--- src/sv/dmwc_pkg.sv ---
// Shared types and constants for the direct-mapped write-back cache.
// Holds the sequencer state type, command codes and fixed field widths.
// Depends on nothing.
`timescale 1ns / 1ps
`default_nettype none

package dmwc_pkg;

   // Fixed widths of the request and response fields.
   localparam int ADDR_FIELD_W = 16;
   localparam int BYTE_W       = 8;
   // Stored tags never keep more than this many bits.
   localparam int MAX_TAG_W    = 8;

   typedef logic [BYTE_W-1:0]       byte_type;
   typedef logic [ADDR_FIELD_W-1:0] addr_field_type;

   // Request command codes.
   localparam logic CMD_READ  = 1'b0;
   localparam logic CMD_WRITE = 1'b1;

   typedef enum logic [2:0] {
      ST_CLEAR,
      ST_IDLE,
      ST_LOOKUP,
      ST_MOVE,
      ST_FINISH
   } state_type;

endpackage

`default_nettype wire

--- src/sv/dmwc_line_store.sv ---
// Cache line storage: tag/dirty memory per set and byte data memory.
// Both are simple dual-port memories with a registered read port.
// Depends on dmwc_pkg.
`timescale 1ns / 1ps
`default_nettype none

module dmwc_line_store #(
   parameter int SET_BITS = 5,
   parameter int OFF_BITS = 3,
   parameter int TAG_W    = 8
) (
   input  wire logic                          clock,
   input  wire logic                          meta_we,
   input  wire logic [SET_BITS-1:0]           meta_waddr,
   input  wire logic [TAG_W:0]                meta_wdata,
   input  wire logic [SET_BITS-1:0]           meta_raddr,
   output logic      [TAG_W:0]                meta_rdata,
   input  wire logic                          data_we,
   input  wire logic [SET_BITS+OFF_BITS-1:0]  data_waddr,
   input  wire dmwc_pkg::byte_type            data_wdata,
   input  wire logic [SET_BITS+OFF_BITS-1:0]  data_raddr,
   output dmwc_pkg::byte_type                 data_rdata
);
   import dmwc_pkg::*;

   localparam int NUM_LINES = 2 ** SET_BITS;
   localparam int NUM_BYTES = 2 ** (SET_BITS + OFF_BITS);

   // Each metadata word is the dirty mark above the tag.
   logic [TAG_W:0] meta_mem [NUM_LINES];
   byte_type       data_mem [NUM_BYTES];

   logic [TAG_W:0] meta_rdata_ff;
   byte_type       data_rdata_ff;

   always_ff @(posedge clock) begin
      if (meta_we) begin
         meta_mem[meta_waddr] <= meta_wdata;
      end
      meta_rdata_ff <= meta_mem[meta_raddr];
   end

   always_ff @(posedge clock) begin
      if (data_we) begin
         data_mem[data_waddr] <= data_wdata;
      end
      data_rdata_ff <= data_mem[data_raddr];
   end

   assign meta_rdata = meta_rdata_ff;
   assign data_rdata = data_rdata_ff;

endmodule

`default_nettype wire

--- config.mk ---
export PLATFORM = sky130hd
export DESIGN_NAME = dmwc_line_store
export DESIGN_NICKNAME = d
export VERILOG_FILES = /design/src/sv/dmwc_pkg.sv /design/src/sv/dmwc_line_store.sv
export SDC_FILE = /design/constraint.sdc
export NUM_CORES = 2
export LEC_CHECK = 0
export BUFFER_PORTS_ARGS = -buffer_cell sky130_fd_sc_hd__buf_2
export CAP_MARGIN = 20
export CORE_MARGIN = 4
export CORE_UTILIZATION = 50
export CTS_BUF_LIST = sky130_fd_sc_hd__clkbuf_8
export DETAILED_ROUTE_END_ITERATION = 7
export GPL_ROUTABILITY_DRIVEN = 0
export GPL_TIMING_DRIVEN = 0
export PLACE_DENSITY = 0.65
export RECOVER_POWER = 50
export REMOVE_ABC_BUFFERS = 1
export SYNTH_ARGS = -nofsm -noshare
export SYNTH_HDL_FRONTEND = slang
export SYNTH_SLANG_ARGS = --single-unit
export TNS_END_PERCENT = 20
--- constraint.sdc ---
create_clock -name clock -period 2.5 [get_ports clock]
set_input_delay 0.125 -clock clock [delete_from_list [all_inputs] [get_ports clock]]
set_output_delay 0.125 -clock clock [all_outputs]
set_load 0.05 [all_outputs]
# [Word level (Yosys, flattened, before mapping)]
# Memory sizes are Yosys's and may differ from the RTL's. A register that Yosys moved wholly into a read port is not among the register bits.
# Index checks and enable logic that the tools add are counted.
[totals] ram_bits=2336 mem_count=2 wordCells=6 output_inout_bits=17 input_bits=46 reg_bits=0
[mem_list] memory="data_mem" words=256 word_bits=8 rd=1 rd_clocked_by_memory_dff=1 wr=1 line="dmwc_line_store.sv:31" source="byte_type data_mem [NUM_BYTES];"
[mem_list] memory="meta_mem" words=32 word_bits=9 rd=1 rd_clocked_by_memory_dff=1 wr=1 line="dmwc_line_store.sv:30" source="logic [TAG_W:0] meta_mem [NUM_LINES];"
[classes] mux=4
[ops] op="$mux 1" count=4

# [Logic depth before layout (Yosys ltp)]
[depth] ltp_word=2 depth_mapped=12 depth_no_buf=6

# [Worst setup path before layout]
# OpenSTA, ideal clock, no wires.
[synth_path] path_kind="input to register" from="in meta_raddr[0]" to="reg meta_rdata_ff[0] (netlist: meta_rdata[0]), read port of meta_mem" setup_ns=0.121 slack_ns=0.170 cell_stages=5 arrival_ns=2.209 path_buffers=2 required_ns=2.379 cell_sequence="clkbuf_1 > buf_1 > mux4_2 > mux4_2 > mux2_2"
[synth_rtl] element="start, declared" line="dmwc_line_store.sv:16" source="input wire logic [SET_BITS-1:0] meta_raddr,"
[synth_rtl] element="end, declared" line="dmwc_line_store.sv:33" source="logic [TAG_W:0] meta_rdata_ff;"

# [Final worst setup path]
[layout_path] from="in data_waddr[1]" to="mem data_mem[186][6] (netlist name) (enable)"
[layout_rtl] element="start, declared" line="dmwc_line_store.sv:19" source="input wire logic [SET_BITS+OFF_BITS-1:0] data_waddr,"
[layout_rtl] element="end, declared" line="dmwc_line_store.sv:31"
# No word-level cell before the write port.

==> impl_metrics.toml <==
[outcome]
outcome = "complete, but fails checks"
violations = "max-capacitance violations, max-slew violations, negative setup slack"

[setup_path]
start_kind = "input pin"
path_class = "input pin to flip-flop"
critPathRequiredTime_ps = 3130
critPathMaxFanout = 12
critical_path_buf_inv_count = 3
crit_path_top_delay_cell = "nor2_1"
crit_arrival_ps = 3250
end_kind = "flip-flop"
cpPeakStageDelay_ps = 670
critical-path-top-delay-family = "simple AND/OR/NAND/NOR gates"
cp_cell_sequence = "dlygate4sd3_1, buf_2, nor2b_1, nand3_2, buf_16, nor2_1"

[flow_run]
drv_cap = 12

[power]
peakVddDrop_v = 0.000399
power.leakage_uw = 0.0321
power_uw = 77600
cellPowerDensity_nw_per_um2 = 761

[logic_synthesis]
synth_compound_area_share_pct = 3.45
yosysWarnings = 0
synth_ff_type = "edfxtp_1"
synth_seq_cells = 2353
synth-xor-area-share_pct = 0
synthArstFlopShare_pct = 0
synth-seq-area-share_pct = 77.7
ys_types = 55
synthSimpleGateAreaFrac_pct = 2.57
synth.mux.area_fraction_pct = 14.7
synth_edf_count = 2336
syn-mean-instance-area_um2 = 21.4
syn-cell-area_um2 = 90700
synth_top_family_by_area = "multiplexers"
netlist_instances = 4240
synth_adder_area_share_pct = 0

[clock_network]
clock_latency_ps = 1020
cts_tree = "yes"
root_buffer = "clkbuf_8"
cts_made_buffers = 391
cts.clk_slew.worst_paths_ps = 60
clockBufferDepth = 4
htree_levels = 5
clock-sinks = 2353

[sta]
setup_viol = 87
layout_worst_path_cycle_share_pct = 105
worst_slack_ps = -113
skew_ps = 63.9
slew_headroom_pct = -82.8
max_freq_ghz = 0.383
rsz0062_at_grt = "yes"
fin_crit_ps = 2610
final-hold-violation-count = 0
slew_viol_final = 959
worst_pin_slew_ps = 2740

[floorplanning]
die_h_um = 434
die_x_um = 434
rows = 156
core_um2 = 181000
die_area_um2 = 188000
start_util_pct = 50.3
design.portCount = 63

[drt]
ant_nets = 0
wl_mm = 217
drt_iter0_drc = 4999
route.detailed.drc = 0
wl_per_cell_um = 30.0
routed_via_density = 6.18
vias = 44686
drt_first_pass_iters = 6

[global_routing]
grt_pass1_wl_mm = 314
grt_use_total_pct = 23.0
grt_max_degree = 163
grt_overflow = 0
grt_pass1_vias = 45578
antenna_found_initial = 9

[placement]
hpwlAfterDp_mm = 128
place_ws_ps = -2380
port_buffers = 62
dpl-instance-area_um2 = 94200

[layout]
final_util_pct = 56.5
fin_area_um2 = 102000
layout.nets = 4625
drive_above_1_share_pct = 24.8
syn_to_final_growth_pct = 12.4
nFillCells = 13247

[worst_hold_path]
min-delay-path-class = "input pin to flip-flop"
[area by class of cell]
type | count | area, um^2 | share of cell area (%)
Clock buffer | 395 | 5440 | 5.33
Multi-Input combinational cell | 1626 | 19200 | 18.8
Antenna cell | 9 | 22.5 | 0.0221
Clock inverter | 272 | 1230 | 1.21
Tap cell | 2370 | 2970 | 2.91
Inverter | 2 | 7.51 | 0.00736
Sequential cell | 2353 | 70500 | 69.1
Timing Repair Buffer | 205 | 2630 | 2.58
[synth_stat cells (all sizes together) (14+ instances only)]
library cell / n / area [um^2]
a211oi: 17 / 128
a21boi: 14 / 105
a21oi: 68 / 340
a22o: 21 / 184
a22oi: 155 / 1160
a31oi: 16 / 100
and3: 18 / 113
buf: 140 / 985
clkbuf: 120 / 454
dfxtp: 17 / 340
edfxtp: 2336 / 70100
mux2i: 134 / 1340
mux4: 527 / 11900
nand2: 64 / 240
nand3: 23 / 115
nor2: 306 / 1150
nor2b: 19 / 119
o221ai: 33 / 289
o22ai: 40 / 250
[through the flow]
stage | hold slack (ps) | setup TNS, ps | instances
2_1_floorplan | 224 | -2280 | 3980
3_3_place_gp | 534 | -6304980 | 6412
3_5_place_dp | 531 | -912150 | 6482
4_1_cts | 7.53 | -1080 | 7212
5_1_grt | 34.0 | -2110 | 7225
6_report | 105 | -3190 | 7232
[power by group]
group	switching (uW)	leakage, uW	total [uW]	internal, uW
Combinational	2770	0.00710	4280	1520
Sequential	77.0	0.0211	43700	43600
Clock	14700	0.00386	29700	15000
[timing repair]
item                       in CTS  in global routing
cloned                          6                  4
buffers inserted                0                  5
resized for setup              30                 24
setup endpoints to repair       8                133
pin swaps                       1                  2
hold endpoints to repair     2050                  1
hold buffers                   57                  1
[kinds of logic after synthesis]
family	Yosys count
buf+inv	262
flops	2353
simple gates	516
compound gates	436
mux	673
[final timing paths]
check | startpoint | end | slack (ps) | cells past startpoint
max | data_waddr[1] | data_mem[186][6]$_DFFE_PP_ | -110 | 6
max reg2reg | data_mem[83][1]$_DFFE_PP_ | data_rdata[1]$_DFF_P_ | -20 | 6
min reg2reg | data_mem[41][1]$_DFFE_PP_ | data_rdata[1]$_DFF_P_ | 810 | 5
min | data_raddr[7] | data_rdata[6]$_DFF_P_ | 110 | 5
[metal layers]
| layer | GRT usage, % | routed length (um) | part of all wire, % |
|---|---|---|---|
| met3 | 5.00 | 18800 | 8.7 |
| met1 | 32.0 | 86000 | 40 |
| met4 | 8.24 | 7010 | 3.2 |
| met2 | 36.2 | 105000 | 48 |
| met5 | 0 | 13 | 0.0060 |
[registers in the layout, summed over array words and instances, names as in the netlist]
signal / cells
data_rdata: 8
meta_mem: 288
data_mem: 2048
meta_rdata: 9
[worst reg2reg max path, stage by stage (launching register included)]
cell      delay, ps
edfxtp_1        350
mux4_2          470
a22o_1          300
a221oi_1        460
o32ai_4         230
a211o_1         410
and4_1          220
[layout by cell type, fill, tap and decap left out, drive strengths merged, types with 12 or more instances in the layout]
| master | synthesis | routed |
|---|---|---|
| edfxtp | 2336 | 2336 |
| o22ai | 40 | 40 |
| a211oi | 17 | 17 |
| buf | 140 | 119 |
| a22oi | 155 | 155 |
| inv | 2 | 122 |
| a22o | 21 | 21 |
| or4 | 13 | 13 |
| mux4 | 527 | 527 |
| dfxtp | 17 | 17 |
| and3 | 18 | 18 |
| a21boi | 14 | 14 |
| nand3 | 23 | 23 |
| a21oi | 68 | 68 |
| nor2 | 306 | 306 |
| nor2b | 19 | 19 |
| nand2 | 64 | 64 |
| a31oi | 16 | 16 |
| o221ai | 33 | 33 |
| dlygate4sd3 | 0 | 58 |
| a21o | 13 | 13 |
| mux2 | 12 | 12 |
| clkbuf | 120 | 418 |
| mux2i | 134 | 134 |
| clkinv | 0 | 142 |
No activity file was read; power rests on OpenSTA's default activity.
